## src/gwtd_pkg.sv

```systemverilog
// ----------------------------------------------------------------------------
// gwtd_pkg
// Shared types and constants for the gyro window turn detector.
// ----------------------------------------------------------------------------
package gwtd_pkg;

	localparam int unsigned SAMPLE_W = 16;
	localparam int unsigned THRESH_W = 15;
	localparam int unsigned TIME_W   = 32;
	localparam int unsigned LEG_W    = 16;

	localparam logic [THRESH_W-1:0] THRESH_RESET = 15'd2000;
	localparam logic [LEG_W-1:0]    LEG_MAX      = 16'hFFFF;
	localparam logic [LEG_W-1:0]    LEG_FIRST    = 16'd1;

	// window occupancy after the current sample has been pushed
	typedef struct packed {
		logic full;
		logic empty;
	} win_status_t;

	// turn and leg state, also the visible result
	typedef struct packed {
		logic              turning;
		logic [LEG_W-1:0]  leg_number;
		logic              on_short_leg;
		logic [TIME_W-1:0] leg_start_ms;
	} leg_state_t;

endpackage

```

## src/gwtd_window.sv

```systemverilog
// ----------------------------------------------------------------------------
// gwtd_window
// Sliding window of threshold flags with a running count of set flags.
// ----------------------------------------------------------------------------
module gwtd_window #(
	parameter int unsigned WINDOW = 30
) (
	input  logic                            clk,
	input  logic                            arst_n,
	input  logic                            step,
	input  logic signed [gwtd_pkg::SAMPLE_W-1:0] sample,
	input  logic [gwtd_pkg::THRESH_W-1:0]   threshold,
	output gwtd_pkg::win_status_t           status
);
	import gwtd_pkg::*;

	localparam int unsigned CW = $clog2(WINDOW + 1);

	logic [WINDOW-1:0]   flags_q;
	logic [CW-1:0]       count_q;
	logic [CW-1:0]       count_next;
	logic [SAMPLE_W-1:0] mag;
	logic                flag;
	logic                oldest;

	// two's complement magnitude, -32768 maps to 32768
	assign mag    = sample[SAMPLE_W-1] ? SAMPLE_W'(~sample + 1'b1) : SAMPLE_W'(sample);
	assign flag   = mag > {1'b0, threshold};
	assign oldest = flags_q[WINDOW-1];

	assign count_next   = count_q + CW'(flag) - CW'(oldest);
	assign status.full  = count_next == CW'(WINDOW);
	assign status.empty = count_next == '0;

	always_ff @(posedge clk or negedge arst_n) begin
		if (!arst_n) begin
			flags_q <= '0;
			count_q <= '0;
		end else if (step) begin
			flags_q <= {flags_q[WINDOW-2:0], flag};
			count_q <= count_next;
		end
	end

endmodule

```

## src/gwtd_leg.sv

```systemverilog
// ----------------------------------------------------------------------------
// gwtd_leg
// Turn hysteresis and flight leg tracking; the state doubles as the result.
// ----------------------------------------------------------------------------
module gwtd_leg (
	input  logic                          clk,
	input  logic                          arst_n,
	input  logic                          step,
	input  gwtd_pkg::win_status_t         status,
	input  logic [gwtd_pkg::TIME_W-1:0]   now,
	output gwtd_pkg::leg_state_t          state
);
	import gwtd_pkg::*;

	leg_state_t state_q;
	leg_state_t state_next;

	always_comb begin
		state_next = state_q;
		if (state_q.turning) begin
			if (status.empty) begin
				state_next.turning = 1'b0;
			end
		end else if (status.full) begin
			state_next.turning = 1'b1;
			if (!state_q.on_short_leg) begin
				state_next.on_short_leg = 1'b1;
			end else begin
				state_next.on_short_leg = 1'b0;
				if (state_q.leg_number != LEG_MAX) begin
					state_next.leg_number = state_q.leg_number + 1'b1;
				end
				state_next.leg_start_ms = now;
			end
		end
	end

	always_ff @(posedge clk or negedge arst_n) begin
		if (!arst_n) begin
			state_q.turning      <= 1'b0;
			state_q.leg_number   <= LEG_FIRST;
			state_q.on_short_leg <= 1'b0;
			state_q.leg_start_ms <= '0;
		end else if (step) begin
			state_q <= state_next;
		end
	end

	assign state = state_q;

endmodule

```

## src/gyro_window_turn_detector.sv

```systemverilog
// ----------------------------------------------------------------------------
// gyro_window_turn_detector
// Turn detector over a sliding window of gyro rate samples, with leg tracking.
// ----------------------------------------------------------------------------
// Usage:
//   input channel  : in_valid / in_stall carry one request of rate_sample and
//                    now_ms; accepted on a clock edge with in_valid high and
//                    in_stall low
//   output channel : out_valid / out_stall carry one result per request
//                    (turning, leg_number, on_short_leg, leg_start_ms),
//                    showing the state after that sample
//   config         : cfg_wr_en / cfg_wr_data write rate_threshold; the user
//                    must write only while the block is idle; not enforced
//   path           : an accepted request passes the input register, then
//                    the state/result register, whose load raises out_valid
//   throughput     : 1 request per cycle without stalls; the window count
//                    is updated incrementally, one add and compare per sample
//   reset          : window cleared, leg 1 long, threshold 2000, no result
//   stall          : a stalled result holds; one more request waits in the
//                    input register, after which in_stall rises
// ----------------------------------------------------------------------------
module gyro_window_turn_detector #(
	parameter int unsigned WINDOW = 30
) (
	input  logic                                  clk,
	input  logic                                  arst_n,
	input  logic                                  cfg_wr_en,
	input  logic [gwtd_pkg::THRESH_W-1:0]         cfg_wr_data,
	input  logic                                  in_valid,
	output logic                                  in_stall,
	input  logic signed [gwtd_pkg::SAMPLE_W-1:0]  rate_sample,
	input  logic [gwtd_pkg::TIME_W-1:0]           now_ms,
	output logic                                  out_valid,
	input  logic                                  out_stall,
	output logic                                  turning,
	output logic [gwtd_pkg::LEG_W-1:0]            leg_number,
	output logic                                  on_short_leg,
	output logic [gwtd_pkg::TIME_W-1:0]           leg_start_ms
);
	import gwtd_pkg::*;

	logic [THRESH_W-1:0]        thresh_q;
	logic                       valid_s1;
	logic signed [SAMPLE_W-1:0] sample_s1;
	logic [TIME_W-1:0]          now_s1;
	logic                       valid_s2;
	logic                       step;
	logic                       load_s1;
	win_status_t                status;
	leg_state_t                 state;

	// state advances only when the result stage is free or drains
	assign step     = valid_s1 && (!valid_s2 || !out_stall);
	assign in_stall = valid_s1 && !step;
	assign load_s1  = in_valid && !in_stall;

	always_ff @(posedge clk or negedge arst_n) begin
		if (!arst_n) begin
			thresh_q <= THRESH_RESET;
		end else if (cfg_wr_en) begin
			thresh_q <= cfg_wr_data;
		end
	end

	always_ff @(posedge clk or negedge arst_n) begin
		if (!arst_n) begin
			valid_s1 <= 1'b0;
			valid_s2 <= 1'b0;
		end else begin
			if (load_s1) begin
				valid_s1 <= 1'b1;
			end else if (step) begin
				valid_s1 <= 1'b0;
			end
			if (step) begin
				valid_s2 <= 1'b1;
			end else if (!out_stall) begin
				valid_s2 <= 1'b0;
			end
		end
	end

	always_ff @(posedge clk) begin
		if (load_s1) begin
			sample_s1 <= rate_sample;
			now_s1    <= now_ms;
		end
	end

	gwtd_window #(
		.WINDOW(WINDOW)
	) u_window (
		.clk      (clk),
		.arst_n   (arst_n),
		.step     (step),
		.sample   (sample_s1),
		.threshold(thresh_q),
		.status   (status)
	);

	gwtd_leg u_leg (
		.clk   (clk),
		.arst_n(arst_n),
		.step  (step),
		.status(status),
		.now   (now_s1),
		.state (state)
	);

	assign out_valid    = valid_s2;
	assign turning      = state.turning;
	assign leg_number   = state.leg_number;
	assign on_short_leg = state.on_short_leg;
	assign leg_start_ms = state.leg_start_ms;

endmodule

```

## config.mk

```make
export PLATFORM = sky130hd
export DESIGN_NAME = gyro_window_turn_detector
export DESIGN_NICKNAME = d
export VERILOG_FILES = /design/src/gwtd_pkg.sv /design/src/gwtd_window.sv /design/src/gwtd_leg.sv /design/src/gyro_window_turn_detector.sv
export SDC_FILE = /design/constraint.sdc
export NUM_CORES = 1
export LEC_CHECK = 0
export ABC_CLOCK_PERIOD_IN_PS = 8710
export BUFFER_PORTS_ARGS = -buffer_cell sky130_fd_sc_hd__buf_2
export CAP_MARGIN = 20
export CORE_MARGIN = 1.5
export CORE_UTILIZATION = 25
export CTS_BUF_LIST = sky130_fd_sc_hd__clkbuf_4
export CTS_CLUSTER_DIAMETER = 80
export CTS_CLUSTER_SIZE = 30
export DETAILED_ROUTE_END_ITERATION = 16
export GPL_TIMING_DRIVEN = 0
export PLACE_DENSITY = 0.38
export SYNTH_ARGS = -nofsm -noshare
export SYNTH_HDL_FRONTEND = slang
export SYNTH_SLANG_ARGS = --single-unit
```

## constraint.sdc

```tcl
create_clock -name clk -period 8.71 [get_ports clk]
set_input_delay 0.4355 -clock clk [delete_from_list [all_inputs] [get_ports clk]]
set_output_delay 0.4355 -clock clk [all_outputs]
set_load 0.01 [all_outputs]
```

==> out/results.env <==
TIMING.HOLD.WORST.START='cfg_wr_data[5]'
ROUTED_VIA_DENSITY=4.21
CTSROOTBUFFERMASTER='sky130_fd_sc_hd__clkbuf_4'
DETAILROUTE.VIA_COUNT=4451
SLEW_VIOL_FINAL=0
CLOCK_SINK_COUNT=150
DESIGN_AREA_UM2=8220
MAX-SLEW-MARGIN-REL=0.479
LAYOUT_MIN_CYCLE_TIME_NS=6.53
POSTSYNTHNETCOUNT=614
CRITICALPATHCATEGORY='reg2reg'
CLK_LATENCY_NS=0.55
INTERNAL_POWER_mW=1.10
TIMING.CRITICAL_PATH.BUF_INV=2
CP-START-KIND='flop'
ROUTED_WL_UM=13900
WORSTHOLDPATHTYPE='in2reg'
TIMING_HOLD_VIOLATIONS_FINAL=0
NET-SWITCHING-POWER_mW=0.587
PATH_DELAY_FAMILY='simple AND/OR/NAND/NOR gates'
CRITPATHREQUIREDTIME_NS=9.14
INITIAL_CELL_DENSITY_OF_THE_CORE=0.254
FFS_LATCHES_SYNTH=150
TIMING.CRITICAL_PATH.ARRIVAL_NS=6.96
PWR-SHARE-SEQ=0.506
SYNTHDISTINCTLIBCELLS=46
VIAS_IN_THE_FIRST_GLOBAL_ROUTE=4581
FINALNETCOUNT=803
DIE_X_UM=163
POWER.LEAKAGE_nW=3.83
SYN-INSTANCE-COUNT=523
GP_CONGESTION=0.711
CP-END-KIND='flop'
FINALCLOCKSKEW_NS=0.0244
ACHIEVABLE-FREQUENCY_MHz=153
NUMBER_OF_BUFFERS_ADDED_BY_THE_CLOCK_TREE_SYNTHESIS_STEP=17
RSZ0062_AT_GRT='no'
GRT_MAX_DEGREE=59
DESIGN.PORTCOUNT=120
PWR_DENSITY_CELL_nW_PER_UM2=205
PWR-SHARE-COMB=0.241
POST_DR_WIRELENGTH_CELL_UM=13.1
YOSYSSEQAREASHARE=0.628
FINAL_CYCLE_UTILIZATION_OF_THE_CRITICAL_PATH=0.749
GRT_OVERFLOW=0
MOSTFREQUENTLAYOUTCELLS='sky130_fd_sc_hd__nand2_1, sky130_fd_sc_hd__buf_2, sky130_fd_sc_hd__dfrtp_1'
PORTBUFFERS=118
SLOWEST_STAGE_CELL_CRIT_PATH='sky130_fd_sc_hd__or4b_2'
WORSTREG2REGEND='u_leg.state[13]$_DFFE_PN0P_'
SYNTH.CELL_AREA_UM2=6380
CTS.PATH.MAX_BUFFERS=2
AVGSYNTHCELLAREA_UM2=12.2
TOTAL_GLOBAL_ROUTING_TRACK_UTILIZATION=0.112
DIE-AREA_UM2=26500
FINALSETUPVIOLATIONS=0
R2R_SETUP_SLACK_NS=2.18
REG2REGPATHDEPTH=20
CLK_TRANSITION_REPORTED_PATHS_NS=0.14
NUMBER_OF_ENABLE_FLIP_FLOP_CELLS_AFTER_SYNTHESIS=48
POST-DP-HPWL_UM=10000
GRT_ANTENNA_BEFORE_REPAIR=1
WORSTREG2REGSTART='sample_s1[5]$_DFFE_PP_'
POWER_SWITCHING_SHARE=0.348
TIMING.HOLD.WORST_PATH_DEPTH=3
PEAKVDDDROP_mV=0.0916
TIMING.CRITICAL_PATH.SLOWEST_CELL_DELAY_NS=0.65
P_CLK_FRAC=0.252
DRIVE_GT1_FRAC=0.286
AREA_GROWTH_PCT=28.8
CTSHTREEMAXLEVEL=4
FP-ROW-COUNT=58
SYNTHESIS.YOSYS.WARNINGS=0
CRIT_CHAIN='or4_4 > or3_4 > or3_4 > o41ai_4 > xnor2_1 > ha_1 > and3_1 > or4b_2 > a21oi_1 > a2111oi_0 > o22ai_1 > ha_1 > inv_1 > fa_1 > nor3b_1 > nand4b_1 > nor3_2 > nand2_1 > buf_2 > mux2_2'
POSTSYNTH.ASYNCRESETSHARE=0.680
HOLD-PATH-ENDPOINT='thresh_q[5]$_DFFE_PN0P_'
FP.DIEH_UM=163
FINALSETUPTNS_NS=0
CAP_VIOLATIONS=0
DETAIL_ROUTE.DRC_VIOLATIONS=0
DETAIL_ROUTE.FIRST_PASS.ITERATIONS=4
ANTENNA_LEFT=0
RUN_STATUS='finished, final reports clean'
WORSTPATHMAXFANOUT=10
SYNTH_FF_TYPE='sky130_fd_sc_hd__dfrtp_1'
CORE_REGION_AREA_UM2=25100
WORST-SLEW-PIN-TRANSITION_NS=0.782
POST_DP_CELL_AREA_UM2=7430
GRT_FIRST_PASS_WIRELENGTH_UM=23100
TRITONCTS_CLOCK_TREE='yes'
DR.FIRST_ITER.DRC_COUNT=134
## through the flow
stage | instances | util | power (mW) | hold slack (ns) | setup WS [ns]
6_report | 1057 | 0.327 | 1.69 | 0.101 | 2.18
5_1_grt | 1057 | 0.327 | 1.81 | 0.0339 | 1.65
4_1_cts | 1031 | 0.317 | 1.71 | 0.000440 | 2.10
3_5_place_dp | 973 | 0.296 | 1.27 | 0.453 | 2.13
3_3_place_gp | 971 | 0.294 | 1.25 | 0.447 | 2.14
2_1_floorplan | 523 | - | 1.13 | 0.140 | 3.05
## state kept, by name, summed over array words and instances, names as in the netlist
register,cells
valid_s1,1
thresh_q,15
u_leg.state,50
u_window.flags_q,30
now_s1,32
u_window.count_q,5
out_valid,1
sample_s1,16
## cell type report
cell class | count | area (um^2)
Sequential cell | 150 | 4000
Inverter | 26 | 97.6
Clock inverter | 15 | 150
Fill cell | 2622 | 16900
Tap cell | 330 | 413
Antenna cell | 2 | 5.00
Clock buffer | 17 | 128
Buffer | 15 | 60.1
Multi-Input combinational cell | 332 | 2220
Timing Repair Buffer | 170 | 1140
## power groups by stage
| stage | Sequential, mW | Combinational [mW] | Clock [mW] |
|---|---|---|---|
| final | 0.854 | 0.407 | 0.425 |
| after global routing | 0.865 | 0.465 | 0.481 |
| after CTS | 0.855 | 0.406 | 0.450 |
| after detailed placement | 0.869 | 0.397 | 0 |
| after global placement | 0.868 | 0.383 | 0 |
| after floorplan | 0.866 | 0.262 | 0 |
## routing by layer
metal	global-route usage	up-vias	wire [um]
li1	-	2187	-
met1	0.133	2145	6370
met2	0.178	109	6310
met3	0.0568	10	1040
met4	0.0296	0	123
met5	0	-	0
## how the worst max path moves through the flow
| stage | from | slack [ns] | endpoint | cells after the start |
|---|---|---|---|---|
| 2_1_floorplan | sample_s1[5]$_DFFE_PP_ | 3.05 | u_leg.state[10]$_DFFE_PN0P_ | 20 |
| 3_3_place_gp | sample_s1[5]$_DFFE_PP_ | 2.14 | u_leg.state[2]$_DFFE_PN0P_ | 20 |
| 4_1_cts | sample_s1[5]$_DFFE_PP_ | 2.10 | u_leg.state[12]$_DFFE_PN0P_ | 20 |
| 3_5_place_dp | sample_s1[5]$_DFFE_PP_ | 2.13 | u_leg.state[15]$_DFFE_PN0P_ | 20 |
| 6_report | sample_s1[5]$_DFFE_PP_ | 2.18 | u_leg.state[13]$_DFFE_PN0P_ | 20 |
| 5_1_grt | sample_s1[5]$_DFFE_PP_ | 1.65 | u_leg.state[20]$_DFFE_PN0P_ | 20 |
## timing repair
item	CTS	global route
endpoints found under the hold margin	75	24
hold buffers	26	24
buffers inserted	0	0
resized for setup	0	0
## cells in the mapped netlist (all sizes together) (2+ instances only)
cell type	count	area share
nand2	120	0.071
dfrtp	95	0.37
edfxtp	48	0.23
mux2	34	0.060
xnor2	32	0.044
inv	26	0.015
o21ai	26	0.020
ha	22	0.043
nand4	13	0.013
a21oi	11	0.0086
clkbuf	10	0.0059
nand3	10	0.0078
nor2	9	0.0053
dfstp	7	0.029
and2	5	0.0049
buf	5	0.0035
nand2b	5	0.0049
nor3	5	0.0047
or3	5	0.0073
and3	4	0.0039
o31ai	4	0.0047
and4	3	0.0041
nor2b	3	0.0029
a2111oi	2	0.0057
nor3b	2	0.0024
o41ai	2	0.0057
or4	2	0.0029
## cell families after synthesis
family,share of synthesized area
flip-flops,0.628
adder cells (fa/ha/maj),0.0463
XOR/XNOR,0.0475
multiplexers,0.0600
buffers and inverters,0.0247
AO/OA/AOI/OAI,0.0543
AND/OR/NAND/NOR,0.140
## worst reg2reg max path: stages, from the launching register on
cell	delay (ns)
sky130_fd_sc_hd__edfxtp_1	0.45
sky130_fd_sc_hd__or4_4	0.57
sky130_fd_sc_hd__or3_4	0.35
sky130_fd_sc_hd__or3_4	0.42
sky130_fd_sc_hd__o41ai_4	0.23
sky130_fd_sc_hd__xnor2_1	0.12
sky130_fd_sc_hd__ha_1	0.29
sky130_fd_sc_hd__and3_1	0.18
sky130_fd_sc_hd__or4b_2	0.65
sky130_fd_sc_hd__a21oi_1	0.15
sky130_fd_sc_hd__a2111oi_0	0.10
sky130_fd_sc_hd__o22ai_1	0.25
sky130_fd_sc_hd__ha_1	0.21
sky130_fd_sc_hd__inv_1	0.06
sky130_fd_sc_hd__fa_1	0.52
sky130_fd_sc_hd__nor3b_1	0.23
sky130_fd_sc_hd__nand4b_1	0.24
sky130_fd_sc_hd__nor3_2	0.52
sky130_fd_sc_hd__nand2_1	0.32
sky130_fd_sc_hd__buf_2	0.30
sky130_fd_sc_hd__mux2_2	0.29
Note: power is estimated with default switching activity, not from simulation.
